<file path="src/rtl/msf2f_pkg.sv">
package msf2f_pkg;

  // Widest character the clamp allows (1 to 7).
  localparam int MAX_DATA_BITS = 7;

  localparam int CODE_W   = 7;
  localparam int NBITS_W  = 3;
  localparam int ZCNT_W   = 5;
  localparam int CFG_IDX_W = 4;
  localparam int CFG_DAT_W = 7;

  // Register reset values
  localparam logic [CODE_W-1:0] RST_CHAR_OFFSET = 7'd32;
  localparam logic [NBITS_W-1:0] RST_DATA_BITS  = 3'd6;
  localparam logic [ZCNT_W-1:0] RST_LEAD_ZEROS  = 5'd16;
  localparam logic [ZCNT_W-1:0] RST_TRAIL_ZEROS = 5'd16;

  // Register indexes
  localparam logic [CFG_IDX_W-1:0] CFG_CHAR_OFFSET = 4'd0;
  localparam logic [CFG_IDX_W-1:0] CFG_DATA_BITS   = 4'd1;
  localparam logic [CFG_IDX_W-1:0] CFG_LEAD_ZEROS  = 4'd2;
  localparam logic [CFG_IDX_W-1:0] CFG_TRAIL_ZEROS = 4'd3;

  typedef enum logic [1:0] {
    CMD_START = 2'd0,
    CMD_CHAR  = 2'd1,
    CMD_END   = 2'd2
  } cmd_e;

  typedef enum logic [2:0] {
    ST_IDLE,
    ST_LEAD,
    ST_DATA,
    ST_PARITY,
    ST_TRAIL
  } state_e;

  typedef enum logic [1:0] {
    SEL_ZERO,
    SEL_DATA,
    SEL_PARITY
  } emit_sel_e;

  typedef struct packed {
    logic      load_start;
    logic      load_char;
    logic      load_end;
    logic      load_trail;
    logic      emit;
    emit_sel_e sel;
    logic      last;
  } dp_cmd_t;

  typedef struct packed {
    logic slot_free;
    logic cnt_one;
    logic cnt_zero;
    logic lead_zero;
    logic nbits_zero;
    logic trail_zero;
  } dp_stat_t;

  // Data bits per character after the clamp.
  function automatic logic [NBITS_W-1:0] eff_bits(input logic [NBITS_W-1:0] n);
    logic [NBITS_W:0] lim;
    lim = (NBITS_W+1)'(MAX_DATA_BITS);
    if ({1'b0, n} > lim) begin
      return lim[NBITS_W-1:0];
    end
    return n;
  endfunction

endpackage

</file>
<file path="src/rtl/magstripe_f2f_track_encoder.sv">
// F2F (Aiken biphase) magnetic stripe track encoder. Feed items on the
// input channel: start (clears the LRC, sends lead_zeros clocking zeros),
// character (code minus char_offset mod 128, data_bits bits LSB first plus
// odd parity, folded into the LRC) and end (LRC character with its own odd
// parity, then trail_zeros zeros). Each bit leaves as one item carrying the
// bit and the two half-cell line levels; last marks the final bit of the
// input item. Line level starts low after reset. An item is accepted, then
// its bits leave over the single serial bit path, one cell per cycle while
// the output is not stalled. The longest item is an end: 7 data bits, its
// parity and then 31 trail zeros. An output register holds the latest bit,
// so the next item is taken while it waits.
// Items are taken one at a time; in_stall_o is high while one is in work.
// An unused command code is accepted and produces nothing. Config writes
// are always ready and belong only in idle periods.
module magstripe_f2f_track_encoder
  import msf2f_pkg::*;
(
  input  logic                 clk_i,
  input  logic                 rst_ni,
  // Config write
  input  logic                 cfg_valid_i,
  output logic                 cfg_ready_o,
  input  logic [CFG_IDX_W-1:0] cfg_index_i,
  input  logic [CFG_DAT_W-1:0] cfg_data_i,
  // Input items
  input  logic                 in_valid_i,
  output logic                 in_stall_o,
  input  logic [1:0]           cmd_i,
  input  logic [CODE_W-1:0]    char_code_i,
  // Result items, one per bit cell
  output logic                 out_valid_o,
  input  logic                 out_stall_i,
  output logic                 data_bit_o,
  output logic                 first_half_level_o,
  output logic                 second_half_level_o,
  output logic                 last_o
);

  dp_cmd_t  dp_cmd;
  dp_stat_t dp_stat;

  assign cfg_ready_o = 1'b1;

  // Sequencer: walks lead zeros, data bits, parity and trail zeros.
  msf2f_ctrl u_ctrl (
    .clk_i      (clk_i),
    .rst_ni     (rst_ni),
    .in_valid_i (in_valid_i),
    .cmd_i      (cmd_i),
    .in_stall_o (in_stall_o),
    .stat_i     (dp_stat),
    .cmd_o      (dp_cmd)
  );

  // Config, LRC, shift/parity, bit counter, line level and output register.
  msf2f_dp u_dp (
    .clk_i               (clk_i),
    .rst_ni              (rst_ni),
    .cfg_we_i            (cfg_valid_i && cfg_ready_o),
    .cfg_index_i         (cfg_index_i),
    .cfg_data_i          (cfg_data_i),
    .char_code_i         (char_code_i),
    .cmd_i               (dp_cmd),
    .stat_o              (dp_stat),
    .out_stall_i         (out_stall_i),
    .out_valid_o         (out_valid_o),
    .data_bit_o          (data_bit_o),
    .first_half_level_o  (first_half_level_o),
    .second_half_level_o (second_half_level_o),
    .last_o              (last_o)
  );

endmodule

</file>
<file path="src/rtl/msf2f_ctrl.sv">
module msf2f_ctrl
  import msf2f_pkg::*;
(
  input  logic             clk_i,
  input  logic             rst_ni,
  input  logic             in_valid_i,
  input  logic [1:0]       cmd_i,
  output logic             in_stall_o,
  input  dp_stat_t         stat_i,
  output dp_cmd_t          cmd_o
);

  state_e state_q, state_d;
  logic   end_mode_q, end_mode_d;
  logic   in_fire;

  assign in_stall_o = (state_q != ST_IDLE);
  assign in_fire    = in_valid_i && (state_q == ST_IDLE);

  always_ff @(posedge clk_i or negedge rst_ni) begin
    if (!rst_ni) begin
      state_q    <= ST_IDLE;
      end_mode_q <= 1'b0;
    end else begin
      state_q    <= state_d;
      end_mode_q <= end_mode_d;
    end
  end

  // Next state
  always_comb begin
    state_d    = state_q;
    end_mode_d = end_mode_q;
    unique case (state_q)
      ST_IDLE: begin
        if (in_fire) begin
          unique case (cmd_i)
            CMD_START: state_d = stat_i.lead_zero ? ST_IDLE : ST_LEAD;
            CMD_CHAR: begin
              state_d    = stat_i.nbits_zero ? ST_PARITY : ST_DATA;
              end_mode_d = 1'b0;
            end
            CMD_END: begin
              state_d    = stat_i.nbits_zero ? ST_PARITY : ST_DATA;
              end_mode_d = 1'b1;
            end
            default: state_d = ST_IDLE;
          endcase
        end
      end
      ST_LEAD, ST_TRAIL: begin
        if (stat_i.slot_free && stat_i.cnt_one) state_d = ST_IDLE;
      end
      ST_DATA: begin
        if (stat_i.slot_free && stat_i.cnt_one) state_d = ST_PARITY;
      end
      ST_PARITY: begin
        if (stat_i.slot_free) begin
          state_d = (end_mode_q && !stat_i.trail_zero) ? ST_TRAIL : ST_IDLE;
        end
      end
      default: state_d = ST_IDLE;
    endcase
  end

  // Datapath commands
  always_comb begin
    cmd_o = '{load_start: 1'b0, load_char: 1'b0, load_end: 1'b0, load_trail: 1'b0,
              emit: 1'b0, sel: SEL_ZERO, last: 1'b0};
    unique case (state_q)
      ST_IDLE: begin
        if (in_fire) begin
          unique case (cmd_i)
            CMD_START: cmd_o.load_start = 1'b1;
            CMD_CHAR:  cmd_o.load_char  = 1'b1;
            CMD_END:   cmd_o.load_end   = 1'b1;
            default:   cmd_o.load_start = 1'b0;
          endcase
        end
      end
      ST_LEAD, ST_TRAIL: begin
        cmd_o.emit = stat_i.slot_free;
        cmd_o.sel  = SEL_ZERO;
        cmd_o.last = stat_i.cnt_one;
      end
      ST_DATA: begin
        cmd_o.emit = stat_i.slot_free;
        cmd_o.sel  = SEL_DATA;
      end
      ST_PARITY: begin
        cmd_o.emit       = stat_i.slot_free;
        cmd_o.sel        = SEL_PARITY;
        cmd_o.load_trail = stat_i.slot_free && end_mode_q && !stat_i.trail_zero;
        cmd_o.last       = !(end_mode_q && !stat_i.trail_zero);
      end
      default: cmd_o.emit = 1'b0;
    endcase
  end

`ifndef SYNTHESIS
  // A counted state never runs with an exhausted counter.
  a_cnt_live: assert property (@(posedge clk_i) disable iff (!rst_ni)
    (state_q == ST_LEAD || state_q == ST_DATA || state_q == ST_TRAIL) |-> !stat_i.cnt_zero)
    else $error("bit counter empty in a counted state");

  // The bit flagged last hands control back to idle.
  a_last_idle: assert property (@(posedge clk_i) disable iff (!rst_ni)
    (cmd_o.emit && cmd_o.last) |=> (state_q == ST_IDLE))
    else $error("last bit did not return to idle");
`endif

endmodule

</file>
<file path="src/rtl/msf2f_dp.sv">
module msf2f_dp
  import msf2f_pkg::*;
(
  input  logic                 clk_i,
  input  logic                 rst_ni,
  input  logic                 cfg_we_i,
  input  logic [CFG_IDX_W-1:0] cfg_index_i,
  input  logic [CFG_DAT_W-1:0] cfg_data_i,
  input  logic [CODE_W-1:0]    char_code_i,
  input  dp_cmd_t              cmd_i,
  output dp_stat_t             stat_o,
  input  logic                 out_stall_i,
  output logic                 out_valid_o,
  output logic                 data_bit_o,
  output logic                 first_half_level_o,
  output logic                 second_half_level_o,
  output logic                 last_o
);

  logic [CODE_W-1:0]  char_offset_q;
  logic [NBITS_W-1:0] data_bits_q;
  logic [ZCNT_W-1:0]  lead_zeros_q, trail_zeros_q;

  logic               line_q, line_d;
  logic [CODE_W-1:0]  lrc_q, lrc_d;
  logic [CODE_W-1:0]  shift_q, shift_d;
  logic               parity_q, parity_d;
  logic [ZCNT_W-1:0]  cnt_q, cnt_d;

  logic               out_valid_q, out_valid_d;
  logic               out_bit_q, out_first_q, out_second_q, out_last_q;

  logic [NBITS_W-1:0] nbits;
  logic [CODE_W-1:0]  char_val, char_mask;
  logic               bit_val, first_lvl, second_lvl, slot_free;

  assign nbits     = eff_bits(data_bits_q);
  assign char_val  = char_code_i - char_offset_q;
  assign char_mask = CODE_W'((8'd1 << nbits) - 8'd1);
  assign slot_free = !out_valid_q || !out_stall_i;

  always_comb begin
    case (cmd_i.sel)
      SEL_DATA:   bit_val = shift_q[0];
      SEL_PARITY: bit_val = parity_q;
      default:    bit_val = 1'b0;
    endcase
  end

  // Each cell opens with a transition; a one adds one at mid-cell.
  assign first_lvl  = !line_q;
  assign second_lvl = first_lvl ^ bit_val;

  // Config registers
  always_ff @(posedge clk_i or negedge rst_ni) begin
    if (!rst_ni) begin
      char_offset_q <= RST_CHAR_OFFSET;
      data_bits_q   <= RST_DATA_BITS;
      lead_zeros_q  <= RST_LEAD_ZEROS;
      trail_zeros_q <= RST_TRAIL_ZEROS;
    end else if (cfg_we_i) begin
      unique case (cfg_index_i)
        CFG_CHAR_OFFSET: char_offset_q <= cfg_data_i;
        CFG_DATA_BITS:   data_bits_q   <= cfg_data_i[NBITS_W-1:0];
        CFG_LEAD_ZEROS:  lead_zeros_q  <= cfg_data_i[ZCNT_W-1:0];
        CFG_TRAIL_ZEROS: trail_zeros_q <= cfg_data_i[ZCNT_W-1:0];
        default:         char_offset_q <= char_offset_q;
      endcase
    end
  end

  always_comb begin
    line_d      = line_q;
    lrc_d       = lrc_q;
    shift_d     = shift_q;
    parity_d    = parity_q;
    cnt_d       = cnt_q;
    out_valid_d = out_valid_q && out_stall_i;
    if (cmd_i.load_start) begin
      lrc_d = '0;
      cnt_d = lead_zeros_q;
    end
    if (cmd_i.load_char) begin
      lrc_d    = lrc_q ^ (char_val & char_mask);
      shift_d  = char_val;
      parity_d = 1'b1;
      cnt_d    = ZCNT_W'(nbits);
    end
    if (cmd_i.load_end) begin
      shift_d  = lrc_q;
      parity_d = 1'b1;
      cnt_d    = ZCNT_W'(nbits);
    end
    if (cmd_i.emit) begin
      out_valid_d = 1'b1;
      line_d      = second_lvl;
      if (cmd_i.sel == SEL_DATA) begin
        parity_d = parity_q ^ shift_q[0];
        shift_d  = shift_q >> 1;
      end
      if (cmd_i.sel != SEL_PARITY) cnt_d = cnt_q - ZCNT_W'(1);
    end
    if (cmd_i.load_trail) cnt_d = trail_zeros_q;
  end

  always_ff @(posedge clk_i or negedge rst_ni) begin
    if (!rst_ni) begin
      line_q      <= 1'b0;
      lrc_q       <= '0;
      cnt_q       <= '0;
      out_valid_q <= 1'b0;
    end else begin
      line_q      <= line_d;
      lrc_q       <= lrc_d;
      cnt_q       <= cnt_d;
      out_valid_q <= out_valid_d;
    end
  end

  always_ff @(posedge clk_i) begin
    shift_q  <= shift_d;
    parity_q <= parity_d;
    if (cmd_i.emit) begin
      out_bit_q    <= bit_val;
      out_first_q  <= first_lvl;
      out_second_q <= second_lvl;
      out_last_q   <= cmd_i.last;
    end
  end

  assign stat_o = '{slot_free:  slot_free,
                    cnt_one:    (cnt_q == ZCNT_W'(1)),
                    cnt_zero:   (cnt_q == '0),
                    lead_zero:  (lead_zeros_q == '0),
                    nbits_zero: (nbits == '0),
                    trail_zero: (trail_zeros_q == '0)};

  assign out_valid_o         = out_valid_q;
  assign data_bit_o          = out_bit_q;
  assign first_half_level_o  = out_first_q;
  assign second_half_level_o = out_second_q;
  assign last_o              = out_last_q;

`ifndef SYNTHESIS
  // A cell's first half always inverts the level left by the previous cell.
  a_cell_flip: assert property (@(posedge clk_i) disable iff (!rst_ni)
    cmd_i.emit |=> (out_first_q != $past(line_q)))
    else $error("cell did not open with a transition");

  // Never overwrite a held result.
  a_no_overrun: assert property (@(posedge clk_i) disable iff (!rst_ni)
    cmd_i.emit |-> slot_free)
    else $error("emit into a full output register");
`endif

endmodule
</file>
<file path="config.mk">
export PLATFORM = sky130hd
export DESIGN_NAME = magstripe_f2f_track_encoder
export DESIGN_NICKNAME = d
export VERILOG_FILES = /design/src/rtl/msf2f_pkg.sv /design/src/rtl/magstripe_f2f_track_encoder.sv /design/src/rtl/msf2f_ctrl.sv /design/src/rtl/msf2f_dp.sv
export SDC_FILE = /design/constraint.sdc
export NUM_CORES = 1
export LEC_CHECK = 0
export BUFFER_PORTS_ARGS = -buffer_cell sky130_fd_sc_hd__buf_2
export CAP_MARGIN = 25
export CORE_UTILIZATION = 62
export CTS_BUF_LIST = sky130_fd_sc_hd__clkbuf_4
export DETAILED_ROUTE_END_ITERATION = 8
export GPL_TIMING_DRIVEN = 1
export MAX_ROUTING_LAYER = met4
export PLACE_DENSITY_LB_ADDON = 0.08
export SETUP_SLACK_MARGIN = 0.02
export SYNTH_ARGS = -nofsm -noshare
export SYNTH_HDL_FRONTEND = slang
export SYNTH_SLANG_ARGS = --single-unit
export TNS_END_PERCENT = 100
</file>
<file path="constraint.sdc">
create_clock -name clk_i -period 2.95 [get_ports clk_i]
set_input_delay 0.1475 -clock clk_i [delete_from_list [all_inputs] [get_ports clk_i]]
set_output_delay 0.1475 -clock clk_i [all_outputs]
set_load 0.01 [all_outputs]
</file>
; After elaboration in Yosys (flattened, before gate mapping)
; Index checks and enable logic that the tools add are counted.
[word_totals]
output_inout_bits = 7
ff_bits = 50
[op_classes]
reduce_logical = 30
addsub = 3
n_eq_ne = 17
bitwise = 4
n_shift = 1
muxes = 37
[op_table]
columns = cell, n
row1 = 7-bit 2-to-1 mux, 6
row2 = 5-bit 2-to-1 mux, 6
row3 = 3-bit 2-to-1 mux, 7
row4 = 1-bit 2-to-1 mux, 12
row5 = 3-bit one-hot mux with 4 select lines, 1
row6 = 5-bit logical NOT, 2
row7 = 4-bit by 2-bit == test with 1-bit output (second input constant), 2
row8 = 2-bit by 1-bit != test with 1-bit output (second input constant), 4
row9 = 2-bit AND reduction, 4
row10 = 7-bit bitwise AND, 1
row11 = 1-bit by 3-bit << shifter with 7-bit output (first input constant), 1
row12 = 7-bit by 1-bit subtractor with 7-bit output (second input constant), 1
row13 = 7-bit subtractor, 1
row14 = 7-bit bitwise XOR, 1
row15 = 3-bit by 2-bit == test with 1-bit output (second input constant), 2
row16 = 1-bit logical AND, 6
row17 = 3-bit logical NOT, 2
row18 = 1-bit one-hot mux with 2 select lines, 3
row19 = 3-bit one-hot mux with 2 select lines, 1
row20 = 5-bit by 1-bit == test with 1-bit output (second input constant), 1
row21 = 1-bit logical NOT, 5
row22 = 5-bit by 1-bit subtractor with 5-bit output (second input constant), 1
row23 = 2-bit by 1-bit == test with 1-bit output (second input constant), 2
row24 = 2-bit == test (second input constant), 2
row25 = other kinds (15), 18

; Longest topological paths before layout
; Gate-level depths: netlist (run 1).
[depth]
word_depth = 10
ltp_mapped = 9
ltp_nobuf = 8

; Modules after synthesis
; Synthesis (run 1) repeated with hierarchy kept, for this count alone.
[hier_totals]
cells_unflattened = 329
hier_area_um2 = 3104.2
[by_module_without_submodules]
columns = module, cells_each, area_each_um2, instances, seq_area_each_um2
row1 = msf2f_dp, 280, 2646.3, 1, 1137.3
row2 = msf2f_ctrl, 47, 446.7, 1, 100.1
row3 = magstripe_f2f_track_encoder, 2, 11.3, 1, 0.0

; Least setup slack after synthesis (run 1)
; No wires, ideal clock.
[synth_path]
path_kind = reg-to-reg
from = reg u_dp.data_bits_q[2]
to = reg u_dp.lrc_q[4]
period_less_slack_ns = 2.293
arrival_ns = 2.172
path_buffers = 1
setup_slack_ns = 0.657
path_stages_with_launch = 10
required_ns = 2.829
setup_time_ns = 0.121
path_cell_list = dfstp_2 > buf_2 > nor3_1 > inv_1 > ha_1 > nor3b_1 > o21bai_1 > a221oi_1 > mux2_2 > a22o_1
[synth_between]
elab_chain_cells = 5
[synth_rtl]
columns = element, line
row1 = "start, declared", msf2f_dp.sv:21  ; logic [NBITS_W-1:0] data_bits_q;
row2 = "start signal, assigned", msf2f_dp.sv:64  ; CFG_DATA_BITS: data_bits_q <= cfg_data_i[NBITS_W-1:0];
row3 = 1-bit by 3-bit << shifter with 7-bit output, msf2f_dp.sv:39  ; assign char_mask = CODE_W'((8'd1 << nbits) - 8'd1);
row4 = 7-bit by 1-bit subtractor with 7-bit output, msf2f_dp.sv:39
row5 = 7-bit bitwise AND, msf2f_dp.sv:84  ; lrc_d = lrc_q ^ (char_val & char_mask);
row6 = 7-bit bitwise XOR, msf2f_dp.sv:84
row7 = 7-bit 2-to-1 mux, msf2f_dp.sv:83  ; if (cmd_i.load_char) begin
row8 = "end signal, assigned", msf2f_dp.sv:114  ; lrc_q <= lrc_d;
row9 = "end, declared", msf2f_dp.sv:25  ; logic [CODE_W-1:0] lrc_q, lrc_d;
; No other way between the ends.
; A chain may end at the register's enable or synchronous reset.

; Worst setup path after layout (run 1)
[layout_path]
from = reg u_ctrl.state_q[1]
to = reg u_dp.cnt_q[3]
[layout_between]
elab_chain_cells = 10
elab_cells_between_ends = 19
[layout_rtl]
columns = element, line
row1 = "start, declared", msf2f_ctrl.sv:13  ; state_e state_q, state_d;
row2 = "start signal, assigned", msf2f_ctrl.sv:25  ; state_q <= state_d;
row3 = 3-bit logical NOT, "msf2f_ctrl.sv:18, msf2f_ctrl.sv:70"
row4 = 1-bit logical AND, msf2f_ctrl.sv:18  ; assign in_fire = in_valid_i && (state_q == ST_IDLE);
row5 = 3-bit 2-to-1 mux, msf2f_ctrl.sv:72  ; if (in_fire) begin
row6 = 3-bit 2-to-1 mux, msf2f_ctrl.sv:70  ; unique case (state_q)
row7 = 5-bit 2-to-1 mux, msf2f_dp.sv:79  ; if (cmd_i.load_start) begin
row8 = 5-bit 2-to-1 mux, msf2f_dp.sv:83
row9 = 5-bit 2-to-1 mux, msf2f_dp.sv:89  ; if (cmd_i.load_end) begin
row10 = 5-bit 2-to-1 mux, msf2f_dp.sv:101  ; if (cmd_i.sel != SEL_PARITY) cnt_d = cnt_q - ZCNT_W'(1);
row11 = 5-bit 2-to-1 mux, msf2f_dp.sv:94  ; if (cmd_i.emit) begin
row12 = 5-bit 2-to-1 mux (*), msf2f_dp.sv:103  ; if (cmd_i.load_trail) cnt_d = trail_zeros_q;
row13 = named net u_dp.cnt_d[3], msf2f_dp.sv:28  ; logic [ZCNT_W-1:0] cnt_q, cnt_d;
row14 = "end signal, assigned", msf2f_dp.sv:115  ; cnt_q <= cnt_d;
row15 = "end, declared", msf2f_dp.sv:28
; Mark *: on every way through the listed nets, which the timed path passes. The rest lies on a longest branch.

==> flow_metrics.tcl, run 1 <==
set metrics [dict create \
    initial_core_util 0.6428 \
    avgViaCountPerCell 5.786 \
    fin_crit_ns 2.535 \
    slew_headroom 0.4265 \
    cts-buffers-inserted 5 \
    synthMuxAreaShare 0.07470 \
    peakVddDrop_mv 0.4356 \
    drv_slew 0 \
    cp.required_ns 3.25 \
    drtPass1Iterations 4 \
    cts_buffer_depth 2 \
    min_path_type "in -> reg" \
    cp-start-kind "register" \
    synth_common_cells "33 x dfrtp_1, 29 x nand2_1, 25 x nor2_1" \
    dieWidth_um 74.77 \
    gp_congestion 0.8679 \
    synthAdderAreaFrac 0.06707 \
    power.density_nw_per_um2 819.7 \
    netlist_instances 336 \
    drcViolationCount 0 \
    gr-total-overflow 0 \
    layout-drive-gt1-share 0.2418 \
    postLayoutCoreUtil 0.6854 \
    grtUsageTotal 0.2707 \
    leakage_uw 0.001531 \
    hold_viol_final 0 \
    crit_fanout 12 \
    async_flop_share 0.7600 \
    synth_nets 378 \
    synth-seq-cells 50 \
    wl_um 6644 \
    layout_setup_ws_ns 0.4147 \
    synth.largest_area_cell "dfrtp_1" \
    synthDistinctLibCells 77 \
    cts.sinks 50 \
    clockRootBuffer "clkbuf_4" \
    cts_resized 0 \
    nets 405 \
    finalCritPeriodShare 0.8594 \
    cts.reportedPaths.clkPinSlew_ns 0.15 \
    rsz0062_at_grt "no" \
    vias 2511 \
    pre_cts_ws_ns 0.4979 \
    dp_hpwl_um 5039 \
    avgSynthCellArea_um2 9.771 \
    diodes 0 \
    reg2regPathDepth 7 \
    cts_tree "yes" \
    core-area_um2 5107 \
    max_freq_mhz 394.4 \
    worst_setup_path_end_kind "register" \
    dieArea_um2 5591 \
    synth_most_common_cell "dfrtp_1" \
    syn2layout_area_growth_pct 6.631 \
    wire_per_inst_um 15.31 \
    synth_edf_count 4 \
    timing.hold.ws_ns 0.05612 \
    critPathArrivalTime_ns 2.83 \
    grt_pass1_vias 2299 \
    synth_compound_area_frac 0.2088 \
    io_buffers 30 \
    finalSetupTns_ns 0 \
    yosys.area_share.xor_xnor 0.03163 \
    insertion_delay_ns 0.35 \
    worstMarginPinSlew_ns 0.8602 \
    antenna_found_initial 0 \
    syn_area_um2 3283 \
    synth_top_flop_cell "dfrtp_1" \
    die_h_um 74.77 \
    yosys_warnings 0 \
    grt_max_degree 39 \
    grt_first_pass_wirelength_um 11000 \
    setup_violations 0 \
    critical_path_class "reg -> reg" \
    maxCapViolCount 0 \
    detail-route-antenna-nets 0 \
    synth_top_area_share 0.2515 \
    rows 26 \
    min_path_cells 3 \
    synth_top_family_by_area "compound AO/OA/AOI/OAI gates" \
    yosys.area_share.simple 0.1818 \
    dp_cells 423 \
    final.setup_skew_ns 0.01544 \
    num_io_pins 32 \
    h-tree-depth 2 \
    synth.area.top_cells "dfrtp_1 25%, mux2_2 6.9%, ha_1 6.1%" \
    outcome "complete, no violations" \
    final_cells 434 \
    yosysSeqAreaShare 0.3769 \
    drt_iter0_markers 169 \
]
layout by cell type, fill, tap and decap left out, drive strengths merged, types with 7 or more instances in the layout:
cell type / netlist / layout
o21ai: 22 / 22
buf: 10 / 32
nand2: 30 / 30
nor2: 25 / 25
nor3b: 7 / 7
a31oi: 7 / 7
inv: 19 / 19
dfrtp: 33 / 33
nor3: 11 / 11
a22o: 10 / 10
ha: 16 / 16
xnor2: 7 / 7
mux2: 20 / 20
a21oi: 16 / 16
dfxtp: 8 / 8
power breakdown:
group	switching (uW)	total, uW	leakage, uW	internal [uW]
Combinational	678	1340	0.000938	659
Sequential	256	1230	0.000561	970
Clock	208	308	0.0000331	99.5
registers in the layout, summed over array words and instances (netlist names), 3 cells and up:
name / cells
u_ctrl.state_q: 3
u_dp.trail_zeros_q: 5
u_dp.shift_q: 7
u_dp.lrc_q: 7
u_dp.lead_zeros_q: 5
u_dp.data_bits_q: 3
u_dp.char_offset_q: 7
u_dp.cnt_q: 5
worst max-delay path, cell delays in order, from the launching register on:
cell	delay (ns)
dfrtp_1	0.59
or3b_2	0.55
ha_1	0.26
a211o_1	0.28
o2bb2ai_2	0.35
a221oi_1	0.09
a211oi_1	0.24
a21o_1	0.11
through the flow:
step / cell area, um^2 / power [uW]
6_report: 3501 / 2870
3_5_place_dp: 3417 / 2557
2_1_floorplan: 3283 / 2283
3_3_place_gp: 3417 / 2519
4_1_cts: 3491 / 2868
5_1_grt: 3501 / 3105
cell type report:
type | count | area, um^2
fill | 445 | 1607
clock inverter | 2 | 8.758
clock buffer | 6 | 45.04
tap | 70 | 87.58
sequential | 50 | 1237
inverter | 19 | 71.32
timing repair buffer | 35 | 195.2
multi-input combinational | 252 | 1856
final timing paths:
kind	to	slack, ns	from
setup / recovery	u_dp.cnt_q[3]$_DFF_PN0_	0.41	u_ctrl.state_q[1]$_DFFE_PN0P_
hold / removal	u_dp.char_offset_q[3]$_DFFE_PN0P_	0.06	cfg_data_i[3]
setup reg to reg	u_dp.cnt_q[3]$_DFF_PN0_	0.41	u_ctrl.state_q[1]$_DFFE_PN0P_
hold reg to reg	u_dp.line_q$_DFFE_PN0N_	0.48	u_dp.line_q$_DFFE_PN0N_
max in group asynchronous	u_dp.char_offset_q[3]$_DFFE_PN0P_	1.96	rst_ni
min in group asynchronous	u_dp.line_q$_DFFE_PN0N_	0.43	rst_ni
layer usage:
metal  vias up  track usage  wire (um)
li1       1287            -          -
met1      1178       0.3855       3474
met2        46       0.4094       2969
met3         0      0.05355        199
met4         0      0.04193          0
met5         -            -          0
logic make-up after synthesis:
family          count (synthesis)
buf+inv                        34
xor+xnor                       11
flops                          50
simple gates                  105
compound gates                 96
other cells                     1
mux                            22
fa+ha+maj                      17
repair_timing:
| item | 4_1_cts | 5_1_grt |
|---|---|---|
| endpoints found under the hold margin | 34 | 1 |
| setup buffers | 0 | 0 |
| hold buffers | 2 | 1 |
Power figures use the tool's default switching activity.
==> run 2: changes to the inputs <==
--- a/config.mk
+++ b/config.mk
@@ -5,9 +5,10 @@
 export SDC_FILE = /design/constraint.sdc
 export NUM_CORES = 1
 export LEC_CHECK = 0
+export ABC_AREA = 1
 export BUFFER_PORTS_ARGS = -buffer_cell sky130_fd_sc_hd__buf_2
 export CAP_MARGIN = 25
-export CORE_UTILIZATION = 62
+export CORE_UTILIZATION = 61
 export CTS_BUF_LIST = sky130_fd_sc_hd__clkbuf_4
 export DETAILED_ROUTE_END_ITERATION = 8
 export GPL_TIMING_DRIVEN = 1
==> constraint.sdc (replaced) <==
create_clock -name clk_i -period 2.95 [get_ports clk_i]
set_input_delay 0.1475 -clock clk_i [delete_from_list [all_inputs] [get_ports clk_i]]
set_output_delay 0.1475 -clock clk_i [all_outputs]
set_load 0.02 [all_outputs]
==> flow_metrics.tcl, run 2 <==
set metrics [dict create \
    outcome "complete, no violations" \
    synth_common_cells "147 x nand2_1, 77 x inv_1, 37 x nand3_1" \
    maxCapViolCount 0 \
    grt_pass1_vias 2706 \
    avgSynthCellArea_um2 7.022 \
    grtUsageMet1 0.3485 \
    nets 526 \
    netlist_instances 451 \
    gr-total-overflow 0 \
    r2r-end "u_dp.cnt_q[3]$_DFF_PN0_" \
    min_path_type "in -> reg" \
    crit_fanout 7 \
    synth.largest_area_cell "dfrtp_1" \
    diodes 0 \
    rows 25 \
    grt_first_pass_wirelength_um 11500 \
    drt_iter0_markers 149 \
    leakage_uw 0.001950 \
    rsz0062_at_grt "no" \
    worstMarginPinSlew_ns 0.8612 \
    cts_buffer_depth 2 \
    reg2regPathDepth 10 \
    top_usage_layer "met2" \
    synth.area.top_cells "dfrtp_1 26%, nand2_1 17%, inv_1 9.1%" \
    cp-start-kind "register" \
    postLayoutCoreUtil 0.7141 \
    syn_area_um2 3167 \
    cts.sinks 50 \
    detail-route-antenna-nets 0 \
    async_flop_share 0.7600 \
    finalSetupTns_ns 0 \
    critical_path_class "reg -> reg" \
    grtUsageMet3 0.04472 \
    initial_core_util 0.6532 \
    yosysSeqAreaShare 0.3908 \
    syn2layout_area_growth_pct 9.324 \
    final_common_cell "nand2_1" \
    cts-buffers-inserted 5 \
    peakVddDrop_mv 0.4180 \
    power.density_nw_per_um2 849.7 \
    p_total_uw 2942 \
    synth-seq-cells 50 \
    crit_path_end "u_dp.cnt_q[3]$_DFF_PN0_" \
    cp.required_ns 3.26 \
    dieArea_um2 5483 \
    num_io_pins 32 \
    clockRootBuffer "clkbuf_4" \
    r2r_setup_slack_ns 1.08 \
    dieWidth_um 74.05 \
    synth_most_common_cell "nand2_1" \
    cts_tree "yes" \
    timing.rr.start "u_ctrl.state_q[2]$_DFFE_PN0P_" \
    crit_start "u_ctrl.state_q[2]$_DFFE_PN0P_" \
    synth_nets 493 \
    grtUsageTotal 0.2796 \
    worst_setup_path_end_kind "register" \
    final.setup_skew_ns 0.01138 \
    synth_edf_count 4 \
    gp_congestion 0.8999 \
    avgViaCountPerCell 5.167 \
    wl_um 6595 \
    insertion_delay_ns 0.36 \
    fin_crit_ns 1.869 \
    grt_max_degree 39 \
    max_freq_mhz 535.0 \
    drv_slew 0 \
    antenna_found_initial 0 \
    synth_top_area_share 0.2608 \
    cts_setup_buffers 0 \
    reg.largest.list "u_dp.char_offset_q: 7 flops, u_dp.lrc_q: 7 flops, u_dp.shift_q: 7 flops" \
    setup_violations 0 \
    synth_top_flop_cell "dfrtp_1" \
    yosys_warnings 0 \
    critPathArrivalTime_ns 2.18 \
    synthDistinctLibCells 34 \
    h-tree-depth 2 \
    hold_viol_final 0 \
    final_cell_mix "147 x nand2_1, 77 x inv_1, 37 x nand3_1" \
    io_buffers 30 \
    die_h_um 74.05 \
    slew_headroom 0.4259 \
    core-area_um2 4848 \
    vias 2852 \
    finalCritPeriodShare 0.6337 \
    met2_usage 0.4747 \
    drtPass1Iterations 4 \
    timing.hold.ws_ns 0.008245 \
    layout-drive-gt1-share 0.1175 \
    drcViolationCount 0 \
    cts.reportedPaths.clkPinSlew_ns 0.14 \
    dp_hpwl_um 5058 \
    wire_per_inst_um 11.95 \
]
==> run 2: cell count changes after synthesis, moves of 8 or more <==
| cell | previous run | this run |
|---|---|---|
| nand3_1 | 1 | 37 |
| nor2_1 | 25 | 33 |
| nand2_1 | 29 | 147 |
| inv_1 | 19 | 77 |
| nand4_1 | 2 | 10 |
| a22o_1 | 10 | 0 |
| mux2_2 | 20 | 0 |
| nor3_1 | 11 | 2 |
==> run 2: worst max-delay path, cell delays in order, from the launching register on <==
cell and delay, ns:
dfrtp_1 0.46, inv_1 0.11, nand3_1 0.21, ha_1 0.33, nand2_2 0.13, nand2_1 0.12, inv_2 0.15, nand2_2 0.11
nand2_1 0.08, nand3_1 0.06, nand2_1 0.06
==> run 2: worst min path at each step <==
stage,end,cells after the start,from
after CTS,u_dp.char_offset_q[5]$_DFFE_PN1P_,3,cfg_data_i[5]
final,u_dp.char_offset_q[5]$_DFFE_PN1P_,3,cfg_data_i[5]
after floorplan,u_ctrl.end_mode_q$_DFFE_PN0P_,0,rst_ni
after global routing,u_dp.char_offset_q[5]$_DFFE_PN1P_,3,cfg_data_i[5]
after global placement,u_ctrl.state_q[2]$_DFFE_PN0P_,1,rst_ni
after detailed placement,u_ctrl.state_q[0]$_DFFE_PN0P_,1,rst_ni
==> run 2: cell type report <==
cell class	count	area, um^2
sequential	50	1237
tap	67	83.83
timing repair buffer	31	160.2
multi-input combinational	316	1598
fill	436	1386
clock buffer	7	52.55
clock inverter	1	30.03
inverter	80	300.3
==> run 2: logic make-up after synthesis <==
family | count (synthesis) | synth area share
compound gates | 52 | 0.08535
xor+xnor | 6 | 0.01659
fa+ha+maj | 17 | 0.06954
buf+inv | 85 | 0.1047
flops | 50 | 0.3908
other cells | 1 | 0.001184
simple gates | 240 | 0.3319
==> run 2: metal layers <==
| layer | up-vias | routed length [um] |
|---|---|---|
| met5 | - | 0 |
| met2 | 67 | 3139 |
| met3 | 5 | 324 |
| li1 | 1481 | - |
| met4 | 0 | 50 |
| met1 | 1299 | 3080 |
==> run 2: repair_timing <==
action / CTS / global route
hold buffers: 1 / 0
resized for setup: 0 / 0
endpoints found under the hold margin: 33 / 0
==> run 2: per-stage QoR <==
stage               cells  setup slack [ns]  area [um^2]
floorplan             451             1.213         3167
global placement      543             1.217         3369
detailed placement    543             1.121         3369
CTS                   552             1.083         3462
global route          552            0.8762         3462
finish                552             1.081         3462
==> run 2: power by group <==
group / switching (uW) / total [uW] / internal, uW / leakage, uW
registers: 174 / 1150 / 971 / 0.000571
clock network: 209 / 408 / 198 / 0.0000463
logic: 888 / 1390 / 501 / 0.00133
==> run 3: changes to the inputs <==
--- a/config.mk
+++ b/config.mk
@@ -5,10 +5,10 @@
 export SDC_FILE = /design/constraint.sdc
 export NUM_CORES = 1
 export LEC_CHECK = 0
-export ABC_AREA = 1
+export ABC_AREA = 0
 export BUFFER_PORTS_ARGS = -buffer_cell sky130_fd_sc_hd__buf_2
 export CAP_MARGIN = 25
-export CORE_UTILIZATION = 61
+export CORE_UTILIZATION = 62
 export CTS_BUF_LIST = sky130_fd_sc_hd__clkbuf_4
 export DETAILED_ROUTE_END_ITERATION = 8
 export GPL_TIMING_DRIVEN = 1
==> constraint.sdc (replaced) <==
create_clock -name clk_i -period 1.93 [get_ports clk_i]
set_input_delay 0.0965 -clock clk_i [delete_from_list [all_inputs] [get_ports clk_i]]
set_output_delay 0.0965 -clock clk_i [all_outputs]
set_load 0.02 [all_outputs]
==> flow_metrics.tcl, run 3 (synthesis results as in run 1) <==
set metrics [dict create \
    outcome "complete, but fails checks" \
    violations "setup timing" \
    drt_iter0_markers 267 \
    antenna_found_initial 0 \
    h-tree-depth 2 \
    avgViaCountPerCell 6.099 \
    worstMarginPinSlew_ns 0.8601 \
    rows 26 \
    cp.required_ns 2.22 \
    cp-start-kind "register" \
    dieWidth_um 74.77 \
    critPathBufInv 0 \
    reg.largest.list "u_dp.char_offset_q: 7 flops, u_dp.lrc_q: 7 flops, u_dp.shift_q: 7 flops" \
    max_freq_mhz 479.7 \
    leakage_uw 0.001811 \
    postLayoutCoreUtil 0.8097 \
    slew_headroom 0.4266 \
    core-area_um2 5107 \
    critPathArrivalTime_ns 2.37 \
    worst_setup_path_end_kind "register" \
    clockRootBuffer "clkbuf_4" \
    crit_fanout 2 \
    layout-drive-gt1-share 0.3852 \
    grtUsageTotal 0.2941 \
    grt_pass1_vias 2554 \
    layout_setup_ws_ns -0.1546 \
    initial_core_util 0.6428 \
    final_cells 475 \
    min_path_type "in -> reg" \
    cts.reportedPaths.clkPinSlew_ns 0.14 \
    syn2layout_area_growth_pct 25.95 \
    gp_congestion 0.8409 \
    vias 2897 \
    cts_tree "yes" \
    timing.hold.ws_ns 0.07598 \
    diodes 0 \
    fin_crit_ns 2.085 \
    final_cell_mix "34 x buf_4, 33 x dfrtp_1, 30 x buf_2" \
    place_area_um2 3704 \
    die_h_um 74.77 \
    cp_slowest_cell "dfrtp_1" \
    path_cells "ha_2 > fa_2 > nor2b_4 > o21ai_2 > a221oi_2 > mux2_4 > a22o_1" \
    detail-route-antenna-nets 0 \
    grt_max_degree 39 \
    cpPeakStageDelay_ns 0.42 \
    gr-total-overflow 0 \
    power.density_nw_per_um2 1333 \
    grt_first_pass_wirelength_um 11830 \
    drv_slew 0 \
    critical_path_class "reg -> reg" \
    hold_viol_final 0 \
    maxCapViolCount 0 \
    final_common_cell "buf_4" \
    rsz0062_at_grt "yes" \
    io_buffers 30 \
    cts.sinks 50 \
    pre_cts_ws_ns -0.2147 \
    final.setup_skew_ns 0.006571 \
    wl_um 7943 \
    drcViolationCount 0 \
    nets 446 \
    num_io_pins 32 \
    fillers 315 \
    wire_per_inst_um 16.72 \
    dieArea_um2 5591 \
    peakVddDrop_mv 0.9060 \
    stdcell_area_um2 4135 \
    insertion_delay_ns 0.38 \
    drtPass1Iterations 7 \
    cts-buffers-inserted 5 \
    finalCritPeriodShare 1.080 \
    dp_cells 451 \
    cts_buffer_depth 2 \
    setup_violations 8 \
    dp_hpwl_um 5482 \
    crit_family "adder cells" \
]
-- run 3: cell types whose count changed in the layout (fill, tap and decap cells not counted), moves of 8 or more --
cell | before | now
nand2_1 | 147 | 26
nand4_1 | 10 | 2
buf_4 | 0 | 34
mux2_2 | 0 | 18
inv_1 | 77 | 17
nand3_1 | 37 | 1
nor2_1 | 33 | 22
nor3_1 | 2 | 10
o21ai_0 | 27 | 17
a22o_1 | 0 | 10
-- run 3: area by class of cell --
cell class	instances	area (um^2)	area share
repair buffers	74	508.0	0.1228
well taps	70	87.58	0.02118
inverters	19	71.32	0.01725
clock buffers	6	45.04	0.01089
flip-flops and latches	50	1237	0.2992
multi-input cells	254	2150	0.5198
clock inverters	2	36.28	0.008775
-- run 3: layer usage --
metal	global-route usage	part of all wire	wire (um)
met1	0.3882	0.43	3443
met2	0.4735	0.49	3906
met3	0.04016	0.062	491
met4	0.08595	0.013	101
met5	-	0	0
-- run 3: path summary, 6_finish.rpt --
kind / start / endpoint / slack (ns) / cells past startpoint
max: u_dp.char_offset_q[0]$_DFFE_PN0P_ / u_dp.lrc_q[4]$_DFFE_PN0P_ / -0.15 / 7
min: cfg_index_i[0] / u_dp.char_offset_q[1]$_DFFE_PN0P_ / 0.08 / 4
max reg2reg: u_dp.char_offset_q[0]$_DFFE_PN0P_ / u_dp.lrc_q[4]$_DFFE_PN0P_ / -0.15 / 7
min reg2reg: u_dp.line_q$_DFFE_PN0N_ / u_dp.line_q$_DFFE_PN0N_ / 0.49 / 1
max in group asynchronous: rst_ni / u_dp.lrc_q[4]$_DFFE_PN0P_ / 1.01 / 2
min in group asynchronous: rst_ni / u_ctrl.state_q[0]$_DFFE_PN0P_ / 0.38 / 2
-- run 3: worst min-delay path, stage by stage --
cell and delay (ns):
buf_2 0.11, nor3_1 0.09, nand2_1 0.07, o21ai_0 0.06
-- run 3: timing repair --
action,CTS,global route
hold buffers,8,0
endpoints found under the setup margin,8,18
gates resized for setup,12,25
gates cloned,1,1
pin swaps,4,15
buffers inserted,1,6
endpoints found under the hold margin,45,0
-- run 3: power by group --
group	internal [uW]	leakage [uW]	switching, uW
clock	289	0.0000462	353
combinational	1520	0.00120	1500
sequential	1480	0.000561	362
-- run 3: metrics by stage --
stage | setup TNS (ns) | power (uW)
after global routing | -0.9486 | 5827
final | -0.4350 | 5513
after global placement | -0.2149 | 4221
after detailed placement | -0.3288 | 4309
after CTS | -0.1612 | 5108
after floorplan | -0.3354 | 3680
